**src/rtl/rcsc_pkg.sv**
```systemverilog
// Shared types and constants for the region color scene classifier.
`timescale 1ns / 1ps

package rcsc_pkg;

  // Field widths
  localparam int COORD_W  = 10;
  localparam int CHAN_W   = 8;
  localparam int SPAN_W   = 10;
  localparam int NOISE_W  = 8;
  localparam int CFG_IDX_W = 3;
  localparam int CFG_DATA_W = 10;

  // Pixels at or beyond this column or row fall in no box
  localparam int MAX_DIM = 1024;

  // Accumulator layout: box-major, channels blue, green, red
  localparam int NUM_BOXES = 3;
  localparam int NUM_CHAN  = 3;
  localparam int NUM_SUMS  = NUM_BOXES * NUM_CHAN;
  localparam int SUM_W     = 28;
  localparam logic [SUM_W-1:0] SUM_MAX = {SUM_W{1'b1}};

  // Box area is at most 1024 * 1024
  localparam int AREA_W = 2 * SPAN_W + 1;

  // Frames of sums waiting for the back end
  localparam int QUEUE_DEPTH = 2;

  // Register indexes
  localparam logic [CFG_IDX_W-1:0] REG_LEFT_BOX_X   = 3'd0;
  localparam logic [CFG_IDX_W-1:0] REG_RIGHT_BOX_X  = 3'd1;
  localparam logic [CFG_IDX_W-1:0] REG_CENTER_BOX_X = 3'd2;
  localparam logic [CFG_IDX_W-1:0] REG_UPPER_BOX_Y  = 3'd3;
  localparam logic [CFG_IDX_W-1:0] REG_CENTER_BOX_Y = 3'd4;
  localparam logic [CFG_IDX_W-1:0] REG_BOX_SPAN_X   = 3'd5;
  localparam logic [CFG_IDX_W-1:0] REG_BOX_SPAN_Y   = 3'd6;
  localparam logic [CFG_IDX_W-1:0] REG_NOISE_LEVEL  = 3'd7;

  // Register reset values
  localparam logic [COORD_W-1:0] RST_LEFT_BOX_X   = 10'd32;
  localparam logic [COORD_W-1:0] RST_RIGHT_BOX_X  = 10'd224;
  localparam logic [COORD_W-1:0] RST_CENTER_BOX_X = 10'd128;
  localparam logic [COORD_W-1:0] RST_UPPER_BOX_Y  = 10'd24;
  localparam logic [COORD_W-1:0] RST_CENTER_BOX_Y = 10'd96;
  localparam logic [SPAN_W-1:0]  RST_BOX_SPAN_X   = 10'd64;
  localparam logic [SPAN_W-1:0]  RST_BOX_SPAN_Y   = 10'd48;
  localparam logic [NOISE_W-1:0] RST_NOISE_LEVEL  = 8'd50;

  // Box color codes
  localparam logic [1:0] COLOR_OTHER = 2'd0;
  localparam logic [1:0] COLOR_RED   = 2'd1;
  localparam logic [1:0] COLOR_BLUE  = 2'd2;

  // Scene codes
  localparam logic [2:0] SCENE_NONE      = 3'd0;
  localparam logic [2:0] SCENE_RED_BASE  = 3'd1;
  localparam logic [2:0] SCENE_BLUE_BASE = 3'd2;
  localparam logic [2:0] SCENE_RED_PUCK  = 3'd3;
  localparam logic [2:0] SCENE_BLUE_PUCK = 3'd4;

  typedef logic [SUM_W-1:0] sum_t;
  typedef sum_t [NUM_SUMS-1:0] sum_bank_t;

  typedef struct packed {
    logic [COORD_W-1:0] left_box_x;
    logic [COORD_W-1:0] right_box_x;
    logic [COORD_W-1:0] center_box_x;
    logic [COORD_W-1:0] upper_box_y;
    logic [COORD_W-1:0] center_box_y;
    logic [SPAN_W-1:0]  box_span_x;
    logic [SPAN_W-1:0]  box_span_y;
    logic [NOISE_W-1:0] noise_level;
  } cfg_t;

  typedef struct packed {
    logic [COORD_W-1:0] pixel_x;
    logic [COORD_W-1:0] pixel_y;
    logic [CHAN_W-1:0]  blue;
    logic [CHAN_W-1:0]  green;
    logic [CHAN_W-1:0]  red;
    logic               frame_last;
  } pixel_t;

  typedef struct packed {
    logic [2:0] scene;
    logic       scene_changed;
    logic [1:0] left_color;
    logic [1:0] right_color;
    logic [1:0] center_color;
  } result_t;

  typedef enum logic [2:0] {
    BK_IDLE,
    BK_AREA,
    BK_DIV,
    BK_CLASS,
    BK_EMIT
  } back_state_t;

endpackage

```
**src/rtl/rcsc_front.sv**
```systemverilog
// Front end: takes pixels and accumulates per-box channel sums.
`timescale 1ns / 1ps

module rcsc_front (
  input  logic                clk,
  input  logic                rst,
  input  rcsc_pkg::cfg_t      cfg,
  input  logic                in_valid,
  output logic                in_stall,
  input  rcsc_pkg::pixel_t    in_data,
  input  logic                q_full,
  output logic                push,
  output rcsc_pkg::sum_bank_t push_data
);

  rcsc_pkg::sum_bank_t sums;
  rcsc_pkg::sum_bank_t sums_next;

  logic [rcsc_pkg::COORD_W-1:0] org_x [rcsc_pkg::NUM_BOXES];
  logic [rcsc_pkg::COORD_W-1:0] org_y [rcsc_pkg::NUM_BOXES];
  logic                         hit   [rcsc_pkg::NUM_BOXES];
  logic [rcsc_pkg::CHAN_W-1:0]  chan  [rcsc_pkg::NUM_CHAN];
  logic [rcsc_pkg::SUM_W:0]     wide  [rcsc_pkg::NUM_SUMS];
  logic                         on_grid;
  logic                         accept;

  assign accept   = in_valid & ~in_stall;
  assign in_stall = q_full;
  assign push     = accept & in_data.frame_last;

  // Box origins: left and right share the upper row
  assign org_x[0] = cfg.left_box_x;
  assign org_y[0] = cfg.upper_box_y;
  assign org_x[1] = cfg.right_box_x;
  assign org_y[1] = cfg.upper_box_y;
  assign org_x[2] = cfg.center_box_x;
  assign org_y[2] = cfg.center_box_y;

  assign chan[0] = in_data.blue;
  assign chan[1] = in_data.green;
  assign chan[2] = in_data.red;

  assign on_grid =
    ({3'b000, in_data.pixel_x} < 13'(rcsc_pkg::MAX_DIM)) &&
    ({3'b000, in_data.pixel_y} < 13'(rcsc_pkg::MAX_DIM));

  // Inclusive box test, end computed without wrap
  always_comb begin
    for (int b = 0; b < rcsc_pkg::NUM_BOXES; b++) begin
      hit[b] = on_grid &&
        (in_data.pixel_x >= org_x[b]) &&
        ({1'b0, in_data.pixel_x} <= ({1'b0, org_x[b]} + {1'b0, cfg.box_span_x})) &&
        (in_data.pixel_y >= org_y[b]) &&
        ({1'b0, in_data.pixel_y} <= ({1'b0, org_y[b]} + {1'b0, cfg.box_span_y}));
    end
  end

  // Saturating accumulate
  always_comb begin
    for (int b = 0; b < rcsc_pkg::NUM_BOXES; b++) begin
      for (int c = 0; c < rcsc_pkg::NUM_CHAN; c++) begin
        wide[b * rcsc_pkg::NUM_CHAN + c] =
          {1'b0, sums[b * rcsc_pkg::NUM_CHAN + c]} + (rcsc_pkg::SUM_W + 1)'(chan[c]);
        if (!hit[b]) begin
          sums_next[b * rcsc_pkg::NUM_CHAN + c] = sums[b * rcsc_pkg::NUM_CHAN + c];
        end else if (wide[b * rcsc_pkg::NUM_CHAN + c][rcsc_pkg::SUM_W]) begin
          sums_next[b * rcsc_pkg::NUM_CHAN + c] = rcsc_pkg::SUM_MAX;
        end else begin
          sums_next[b * rcsc_pkg::NUM_CHAN + c] =
            wide[b * rcsc_pkg::NUM_CHAN + c][rcsc_pkg::SUM_W-1:0];
        end
      end
    end
  end

  // Last pixel of a frame hands the totals to the queue
  assign push_data = sums_next;

  always_ff @(posedge clk) begin
    if (rst) begin
      sums <= '0;
    end else if (accept) begin
      if (in_data.frame_last) begin
        sums <= '0;
      end else begin
        sums <= sums_next;
      end
    end
  end

endmodule

```
**src/rtl/rcsc_queue.sv**
```systemverilog
// Short queue of frame totals between the front and back ends.
`timescale 1ns / 1ps

module rcsc_queue (
  input  logic                clk,
  input  logic                rst,
  input  logic                push,
  input  rcsc_pkg::sum_bank_t push_data,
  output logic                full,
  input  logic                pop,
  output logic                empty,
  output rcsc_pkg::sum_bank_t head
);

  localparam int PTR_W = (rcsc_pkg::QUEUE_DEPTH > 1) ? $clog2(rcsc_pkg::QUEUE_DEPTH) : 1;
  localparam int CNT_W = $clog2(rcsc_pkg::QUEUE_DEPTH + 1);
  localparam logic [PTR_W-1:0] LAST_PTR = PTR_W'(rcsc_pkg::QUEUE_DEPTH - 1);

  rcsc_pkg::sum_bank_t entry [rcsc_pkg::QUEUE_DEPTH];
  logic [PTR_W-1:0] wr_ptr;
  logic [PTR_W-1:0] rd_ptr;
  logic [CNT_W-1:0] count;

  assign full  = (count == CNT_W'(rcsc_pkg::QUEUE_DEPTH));
  assign empty = (count == '0);
  assign head  = entry[rd_ptr];

  // Entry storage
  always_ff @(posedge clk) begin
    if (push) begin
      entry[wr_ptr] <= push_data;
    end
  end

  // Pointers and fill count
  always_ff @(posedge clk) begin
    if (rst) begin
      wr_ptr <= '0;
      rd_ptr <= '0;
      count  <= '0;
    end else begin
      if (push) begin
        wr_ptr <= (wr_ptr == LAST_PTR) ? '0 : wr_ptr + 1'b1;
      end
      if (pop) begin
        rd_ptr <= (rd_ptr == LAST_PTR) ? '0 : rd_ptr + 1'b1;
      end
      if (push && !pop) begin
        count <= count + 1'b1;
      end else if (pop && !push) begin
        count <= count - 1'b1;
      end
    end
  end

endmodule

```
**src/rtl/rcsc_back.sv**
```systemverilog
// Back end: divides frame totals by box area, classes boxes, forms the scene.
`timescale 1ns / 1ps

module rcsc_back (
  input  logic                clk,
  input  logic                rst,
  input  rcsc_pkg::cfg_t      cfg,
  input  logic                q_empty,
  input  rcsc_pkg::sum_bank_t q_head,
  output logic                pop,
  output logic                out_valid,
  input  logic                out_stall,
  output rcsc_pkg::result_t   out_data
);

  localparam int SUM_W  = rcsc_pkg::SUM_W;
  localparam int AREA_W = rcsc_pkg::AREA_W;
  localparam int BIT_W  = $clog2(SUM_W);
  localparam int IDX_W  = $clog2(rcsc_pkg::NUM_SUMS);
  localparam int BOX_W  = $clog2(rcsc_pkg::NUM_BOXES);

  rcsc_pkg::back_state_t state, state_next;
  logic                  load_out;

  rcsc_pkg::sum_t    chain [rcsc_pkg::NUM_SUMS];
  logic [SUM_W-1:0]  dvd;
  logic [AREA_W-1:0] rem;
  logic [AREA_W-1:0] area;
  logic [BIT_W-1:0]  bit_cnt;
  logic [IDX_W-1:0]  div_idx;
  logic [BOX_W-1:0]  box_cnt;
  logic [1:0]        box_color [rcsc_pkg::NUM_BOXES];
  logic [2:0]        cur_scene;
  logic [2:0]        scene_new;

  logic [AREA_W:0]   shifted;
  logic [AREA_W:0]   trial;
  logic              q_bit;
  logic [AREA_W-1:0] rem_step;
  logic [SUM_W-1:0]  quot;
  logic              div_last;
  logic              idx_last;
  logic              box_last;
  logic [1:0]        color_now;

  function automatic logic [SUM_W-1:0] abs_diff(input logic [SUM_W-1:0] a,
                                                 input logic [SUM_W-1:0] b);
    return (a > b) ? a - b : b - a;
  endfunction

  // Grey test first, then dominant channel over the noise floor
  function automatic logic [1:0] classify(input logic [SUM_W-1:0] bl,
                                          input logic [SUM_W-1:0] gr,
                                          input logic [SUM_W-1:0] rd,
                                          input logic [rcsc_pkg::NOISE_W-1:0] noise);
    logic [SUM_W-1:0] n;
    logic [1:0]       res;
    n = SUM_W'(noise);
    if (abs_diff(bl, gr) < n && abs_diff(gr, rd) < n && abs_diff(rd, bl) < n) begin
      res = rcsc_pkg::COLOR_OTHER;
    end else if (bl > gr && bl > rd) begin
      res = (bl > n) ? rcsc_pkg::COLOR_BLUE : rcsc_pkg::COLOR_OTHER;
    end else if (rd > gr) begin
      res = (rd > n) ? rcsc_pkg::COLOR_RED : rcsc_pkg::COLOR_OTHER;
    end else begin
      res = rcsc_pkg::COLOR_OTHER;
    end
    return res;
  endfunction

  // Restoring divider step, one quotient bit per cycle
  assign shifted  = {rem, dvd[SUM_W-1]};
  assign trial    = shifted - {1'b0, area};
  assign q_bit    = (shifted >= {1'b0, area});
  assign rem_step = q_bit ? trial[AREA_W-1:0] : shifted[AREA_W-1:0];
  assign quot     = {dvd[SUM_W-2:0], q_bit};

  assign div_last = (bit_cnt == BIT_W'(SUM_W - 1));
  assign idx_last = (div_idx == IDX_W'(rcsc_pkg::NUM_SUMS - 1));
  assign box_last = (box_cnt == BOX_W'(rcsc_pkg::NUM_BOXES - 1));

  // Head of the chain holds blue, green, red of the box being classed
  assign color_now = classify(chain[0], chain[1], chain[2], cfg.noise_level);

  // Scene from the three box classes
  always_comb begin
    if (box_color[2] == rcsc_pkg::COLOR_OTHER) begin
      scene_new = rcsc_pkg::SCENE_NONE;
    end else if (box_color[2] == box_color[0] && box_color[2] == box_color[1]) begin
      scene_new = (box_color[2] == rcsc_pkg::COLOR_RED) ?
                  rcsc_pkg::SCENE_RED_BASE : rcsc_pkg::SCENE_BLUE_BASE;
    end else begin
      scene_new = (box_color[2] == rcsc_pkg::COLOR_RED) ?
                  rcsc_pkg::SCENE_RED_PUCK : rcsc_pkg::SCENE_BLUE_PUCK;
    end
  end

  // Sequencer: next state and strobes
  always_comb begin
    state_next = state;
    pop        = 1'b0;
    load_out   = 1'b0;
    case (state)
      rcsc_pkg::BK_IDLE: begin
        if (!q_empty) begin
          pop        = 1'b1;
          state_next = rcsc_pkg::BK_AREA;
        end
      end
      rcsc_pkg::BK_AREA: begin
        state_next = rcsc_pkg::BK_DIV;
      end
      rcsc_pkg::BK_DIV: begin
        if (div_last && idx_last) begin
          state_next = rcsc_pkg::BK_CLASS;
        end
      end
      rcsc_pkg::BK_CLASS: begin
        if (box_last) begin
          state_next = rcsc_pkg::BK_EMIT;
        end
      end
      rcsc_pkg::BK_EMIT: begin
        if (!out_valid || !out_stall) begin
          load_out   = 1'b1;
          state_next = rcsc_pkg::BK_IDLE;
        end
      end
      default: begin
        state_next = rcsc_pkg::BK_IDLE;
      end
    endcase
  end

  // Control state
  always_ff @(posedge clk) begin
    if (rst) begin
      state     <= rcsc_pkg::BK_IDLE;
      out_valid <= 1'b0;
      cur_scene <= rcsc_pkg::SCENE_NONE;
    end else begin
      state <= state_next;
      if (load_out) begin
        out_valid <= 1'b1;
        cur_scene <= scene_new;
      end else if (!out_stall) begin
        out_valid <= 1'b0;
      end
    end
  end

  // Datapath
  always_ff @(posedge clk) begin
    case (state)
      rcsc_pkg::BK_IDLE: begin
        if (pop) begin
          for (int i = 0; i < rcsc_pkg::NUM_SUMS; i++) begin
            chain[i] <= q_head[i];
          end
        end
      end
      rcsc_pkg::BK_AREA: begin
        area    <= (AREA_W'(cfg.box_span_x) + 1'b1) * (AREA_W'(cfg.box_span_y) + 1'b1);
        dvd     <= chain[0];
        rem     <= '0;
        bit_cnt <= '0;
        div_idx <= '0;
        box_cnt <= '0;
      end
      rcsc_pkg::BK_DIV: begin
        if (div_last) begin
          // Quotient enters the tail, next total moves to the head
          for (int i = 0; i < rcsc_pkg::NUM_SUMS - 1; i++) begin
            chain[i] <= chain[i + 1];
          end
          chain[rcsc_pkg::NUM_SUMS - 1] <= quot;
          dvd     <= chain[1];
          rem     <= '0;
          bit_cnt <= '0;
          div_idx <= div_idx + 1'b1;
        end else begin
          dvd     <= quot;
          rem     <= rem_step;
          bit_cnt <= bit_cnt + 1'b1;
        end
      end
      rcsc_pkg::BK_CLASS: begin
        box_color[box_cnt] <= color_now;
        for (int i = 0; i < rcsc_pkg::NUM_SUMS - rcsc_pkg::NUM_CHAN; i++) begin
          chain[i] <= chain[i + rcsc_pkg::NUM_CHAN];
        end
        box_cnt <= box_cnt + 1'b1;
      end
      rcsc_pkg::BK_EMIT: begin
        if (load_out) begin
          out_data.scene         <= scene_new;
          out_data.scene_changed <= (scene_new != cur_scene);
          out_data.left_color    <= box_color[0];
          out_data.right_color   <= box_color[1];
          out_data.center_color  <= box_color[2];
        end
      end
      default: begin
      end
    endcase
  end

endmodule

```
**src/rtl/region_color_scene_classifier_core.sv**
```systemverilog
// Pixels transfer one per cycle while in_stall is low. With the back end idle, a frame's
// result follows its last pixel through queue pop, area multiply, the shared serial
// divider over all nine 28-bit totals, box classing and output register load.
// The back end takes one frame at a time; two frames of totals queue, after which
// pixel input stalls. Reset clears sums, queue, sequencer, output valid and the
// previous scene; configuration registers return to their defaults.
`timescale 1ns / 1ps

module region_color_scene_classifier_core (
  input  logic                                clk,
  input  logic                                rst,
  input  logic                                cfg_write,
  input  logic [rcsc_pkg::CFG_IDX_W-1:0]      cfg_index,
  input  logic [rcsc_pkg::CFG_DATA_W-1:0]     cfg_data,
  input  logic                                in_valid,
  output logic                                in_stall,
  input  rcsc_pkg::pixel_t                    in_data,
  output logic                                out_valid,
  input  logic                                out_stall,
  output rcsc_pkg::result_t                   out_data
);

  rcsc_pkg::cfg_t      cfg;
  logic                q_full;
  logic                q_empty;
  logic                push;
  logic                pop;
  rcsc_pkg::sum_bank_t push_data;
  rcsc_pkg::sum_bank_t q_head;

  // Configuration registers
  always_ff @(posedge clk) begin
    if (rst) begin
      cfg.left_box_x   <= rcsc_pkg::RST_LEFT_BOX_X;
      cfg.right_box_x  <= rcsc_pkg::RST_RIGHT_BOX_X;
      cfg.center_box_x <= rcsc_pkg::RST_CENTER_BOX_X;
      cfg.upper_box_y  <= rcsc_pkg::RST_UPPER_BOX_Y;
      cfg.center_box_y <= rcsc_pkg::RST_CENTER_BOX_Y;
      cfg.box_span_x   <= rcsc_pkg::RST_BOX_SPAN_X;
      cfg.box_span_y   <= rcsc_pkg::RST_BOX_SPAN_Y;
      cfg.noise_level  <= rcsc_pkg::RST_NOISE_LEVEL;
    end else if (cfg_write) begin
      case (cfg_index)
        rcsc_pkg::REG_LEFT_BOX_X:   cfg.left_box_x   <= cfg_data;
        rcsc_pkg::REG_RIGHT_BOX_X:  cfg.right_box_x  <= cfg_data;
        rcsc_pkg::REG_CENTER_BOX_X: cfg.center_box_x <= cfg_data;
        rcsc_pkg::REG_UPPER_BOX_Y:  cfg.upper_box_y  <= cfg_data;
        rcsc_pkg::REG_CENTER_BOX_Y: cfg.center_box_y <= cfg_data;
        rcsc_pkg::REG_BOX_SPAN_X:   cfg.box_span_x   <= cfg_data;
        rcsc_pkg::REG_BOX_SPAN_Y:   cfg.box_span_y   <= cfg_data;
        rcsc_pkg::REG_NOISE_LEVEL:  cfg.noise_level  <= cfg_data[rcsc_pkg::NOISE_W-1:0];
        default: begin
        end
      endcase
    end
  end

  rcsc_front u_front (
    .clk       (clk),
    .rst       (rst),
    .cfg       (cfg),
    .in_valid  (in_valid),
    .in_stall  (in_stall),
    .in_data   (in_data),
    .q_full    (q_full),
    .push      (push),
    .push_data (push_data)
  );

  rcsc_queue u_queue (
    .clk       (clk),
    .rst       (rst),
    .push      (push),
    .push_data (push_data),
    .full      (q_full),
    .pop       (pop),
    .empty     (q_empty),
    .head      (q_head)
  );

  rcsc_back u_back (
    .clk       (clk),
    .rst       (rst),
    .cfg       (cfg),
    .q_empty   (q_empty),
    .q_head    (q_head),
    .pop       (pop),
    .out_valid (out_valid),
    .out_stall (out_stall),
    .out_data  (out_data)
  );

endmodule
```
**config.mk**
```make
export PLATFORM = sky130hd
export DESIGN_NAME = region_color_scene_classifier_core
export DESIGN_NICKNAME = d
export VERILOG_FILES = /design/src/rtl/rcsc_pkg.sv /design/src/rtl/rcsc_front.sv /design/src/rtl/rcsc_queue.sv /design/src/rtl/rcsc_back.sv /design/src/rtl/region_color_scene_classifier_core.sv
export SDC_FILE = /design/constraint.sdc
export NUM_CORES = 2
export LEC_CHECK = 0
export BUFFER_PORTS_ARGS = -buffer_cell sky130_fd_sc_hd__buf_2
export CAP_MARGIN = 30
export CORE_MARGIN = 2
export CORE_UTILIZATION = 24
export CTS_CLUSTER_DIAMETER = 100
export DETAILED_ROUTE_END_ITERATION = 6
export GPL_TIMING_DRIVEN = 0
export PLACE_DENSITY = 0.37
export SLEW_MARGIN = 20
export SYNTH_ARGS = -nofsm -noshare
export SYNTH_HDL_FRONTEND = slang
export SYNTH_SLANG_ARGS = --single-unit
export TNS_END_PERCENT = 50
```
**constraint.sdc**
```tcl
create_clock -name clk -period 21.6 [get_ports clk]
set_clock_uncertainty 0.2 [all_clocks]
set_input_delay 3.24 -clock clk [delete_from_list [all_inputs] [get_ports clk]]
set_output_delay 3.24 -clock clk [all_outputs]
set_load 0.01 [all_outputs]
```
==> impl_metrics.yaml <==
run_status:
  status: "finished, final reports clean"
placed_design:
  hpwl_microns: 265000
  placed_area_sq_mm: 0.0803
  portBuffers: 62
  gp_congestion: 0.920
sta:
  hold_violations: 0
  maxSlewHeadroom: 0.297
  min_period_ns: 8.65
  maxSlewViolCount: 0
  hold_ws_ns: 0.276
  rsz0062_at_grt: "false"
  period_share: 0.400
  max_freq_ghz: 0.116
  worst_slew_pin_slew_ns: 1.05
  setup_viol: 0
logic_synthesis:
  netlist_instances: 7531
  synthFlopType: "edfxtp_1"
  synth_fp_nets: 8208
  yosys_warnings: 0
  synthDistinctLibCells: 92
  async_flop_share: 0
  ys_seq_area_frac: 0.443
  synth_seq_cells: 1195
  syn_area_per_cell_sq_um: 9.74
  synth_edf_count: 853
  syn_area_sq_mm: 0.0734
layout:
  drive_gt1_frac: 0.0669
  area_delta_synth_final_pct: 16.1
  finish.instance_area_sq_mm: 0.0851
  nets: 8519
  layout_common_cells: "edfxtp_1, nand2_1, a21oi_1"
  filler_cell_count: 32059
  postLayoutCoreUtil: 0.280
  layout_commonest_cell: "edfxtp_1"
routing:
  drc: 0
  firstDrtPassIters: 6
  via_count: 61477
  route.antenna.remaining_nets: 0
  drt_iter0_markers: 5761
  viasPerCell: 5.10
  drt-wirelength-per-cell_microns: 27.6
  drt-total-wl_microns: 332000
hold_path:
  min_path_type: "flop to flop"
  whs_path_depth: 2
  min_from: "u_front.sums[95]"
  hold_end: "u_front.sums[95]"
clock_network:
  numCtsBuffers: 156
  cts.clk_slew.worst_paths_ns: 0.06
  cts_root_buf: "clkbuf_16"
  cts_max_level: 4
  cts_tree: "done"
  clk_latency_ns: 0.84
  cts_hold_buffers: 0
  cts.sinks: 1195
  cts_setup_buffers: 0
  post_cts_resized: 0
  clockBufferDepth: 4
power:
  powerDensity_mw_per_mm2: 136
  p_leak_nw: 31.2
  ir_drop_uv: 61.0
worst_setup_path:
  timing.rr.end: "u_back.box_color[1][1]"
  path_class: "input pin to flop"
  end_kind: "flop"
  r2r_start: "u_back.chain[0][17]"
  rrSetupSlack_ns: 13.05
  crit_arrival_ns: 9.01
  path_max_fanout: 10
  cp.required_ns: 21.96
  reg2regPathDepth: 25
  start_kind: "input pin"
grt:
  grt_use_total: 0.208
  grt_first_pass_wirelength_microns: 460000
  antenna_found_initial: 42
  grt_max_degree: 46
  grt_pass1_vias: 59409
  grt_remaining_overflow: 0
job:
  drv_cap: 0
floorplanning:
  dieArea_sq_mm: 0.310
  core_sq_mm: 0.304
  num_rows: 202
  pin_count: 75
  die-width_microns: 557
  die_h_microns: 557
  initial_utilization: 0.242
==> cell type report <==
class                   instances  area (sq um)  area share
multi-input cells            5462         37700       0.442
flip-flops and latches       1195         32500       0.381
well taps                    4080          5100      0.0600
clock buffers                 224          4330      0.0509
inverters                     456          1710      0.0201
repair buffers                153          1700      0.0199
plain buffers                 418          1650      0.0194
clock inverters                54           487     0.00572
diodes                          8          20.0    0.000235
==> Yosys cell counts, types with 14 or more instances <==
master    instances  area share
o21bai_1         60      0.0061
nor2b_1          57      0.0049
edfxtp_1        853        0.35
or2_2            25      0.0021
xor2_1           96       0.011
or4_1            14      0.0014
xnor2_1         162       0.019
a41oi_1          19      0.0023
a311oi_1         19      0.0023
dfxtp_1         342       0.093
nand3b_1         15      0.0015
ha_1            514       0.088
a21oi_1         587       0.040
nor4_1           59      0.0050
a21o_1          125       0.013
fa_1            100       0.027
a211o_1          18      0.0021
nand3_1         182       0.012
a22oi_1         171       0.018
o22ai_1          15      0.0013
nand2b_1         52      0.0044
clkbuf_1        372       0.019
o21a_1           64      0.0066
a31oi_1         149       0.013
nor3_1          122      0.0083
nor2_1          504       0.026
a211oi_1         49      0.0050
a221oi_1         17      0.0020
mux2i_1         297       0.041
inv_1           456       0.023
a21boi_0         28      0.0029
o31ai_1          19      0.0019
nand2_1         722       0.037
and3_1           95      0.0081
a22o_1           97       0.012
buf_1            25      0.0013
mux2_2           43      0.0066
and2_1           57      0.0049
o21ai_0         583       0.040
nand4_1          95      0.0081
o211ai_1         27      0.0028
==> sequential cells by signal, indices dropped and copies added, names as in the netlist, 10 cells and up, named ones only <==
| register | cells |
|---|---|
| cfg | 78 |
| u_back.dvd | 28 |
| u_queue.entry | 504 |
| u_front.sums | 252 |
| u_back.rem | 21 |
| u_back.out_data | 10 |
| u_back.chain | 252 |
| u_back.area | 21 |
==> critical path: stages <==
cell and delay, ns:
buf_2 0.10, inv_1 0.39, ha_1 0.23, inv_1 0.04, a21o_1 0.16, a21oi_1 0.14, o21ai_0 0.08, o21ai_0 0.16
nand2b_1 0.08, a211oi_1 0.28, o41ai_2 0.12, buf_4 0.17, buf_6 0.14, nor2_1 0.55, clkbuf_1 0.85, clkbuf_1 0.79
clkbuf_1 0.71, a21oi_1 0.18, a31oi_1 0.52
==> per-layer routing <==
layer | part of all wire | vias up | track usage
met2 | 0.45 | 2028 | 0.330
li1 | - | 28290 | -
met4 | 0.038 | 4 | 0.0731
met5 | 0.000081 | - | 0
met3 | 0.052 | 489 | 0.0249
met1 | 0.47 | 30666 | 0.290
==> stage by stage <==
step / setup slack [ns] / TNS [ns] / cells / power, mW
2_1_floorplan: 6.34 / 0 / 7531 / 6.70
3_3_place_gp: -4.99 / -1234.80 / 11673 / 9.02
3_5_place_dp: 12.19 / 0 / 11760 / 9.00
4_1_cts: 12.85 / 0 / 12038 / 11.6
5_1_grt: 12.49 / 0 / 12043 / 12.2
6_report: 12.95 / 0 / 12050 / 11.6
==> how the worst max path moves through the flow <==
| stage | startpoint | to |
|---|---|---|
| detailed placement | in_data[35] | u_queue.entry[0][157] |
| finish | in_data[35] | u_queue.entry[1][157] |
| floorplan | in_valid | u_queue.entry[0][0] |
| CTS | u_back.chain[0][17] | u_back.box_color[0][1] |
| global route | u_back.chain[0][17] | u_back.box_color[2][1] |
| global placement | in_data[0] | u_queue.entry[0][216] |
==> power breakdown <==
group	switching [mW]	total, mW	internal [mW]	leakage, nW
Sequential	0.611	3.61	3.00	10.8
Clock	1.06	2.53	1.47	2.35
Combinational	3.59	5.41	1.82	18.1
==> cell families (layout without fill, tap and decap cells) <==
family | count (synthesis) | count (layout) | synth area share
AO/OA/AOI/OAI | 2196 | 2196 | 0.189
XOR/XNOR | 258 | 258 | 0.0308
adder cells (fa/ha/maj) | 614 | 614 | 0.115
buffers and inverters | 874 | 1305 | 0.0452
flip-flops | 1195 | 1195 | 0.443
multiplexers | 341 | 341 | 0.0473
other | 0 | 8 | 0
AND/OR/NAND/NOR | 2053 | 2053 | 0.130
No activity file was read; power rests on OpenSTA's default activity.
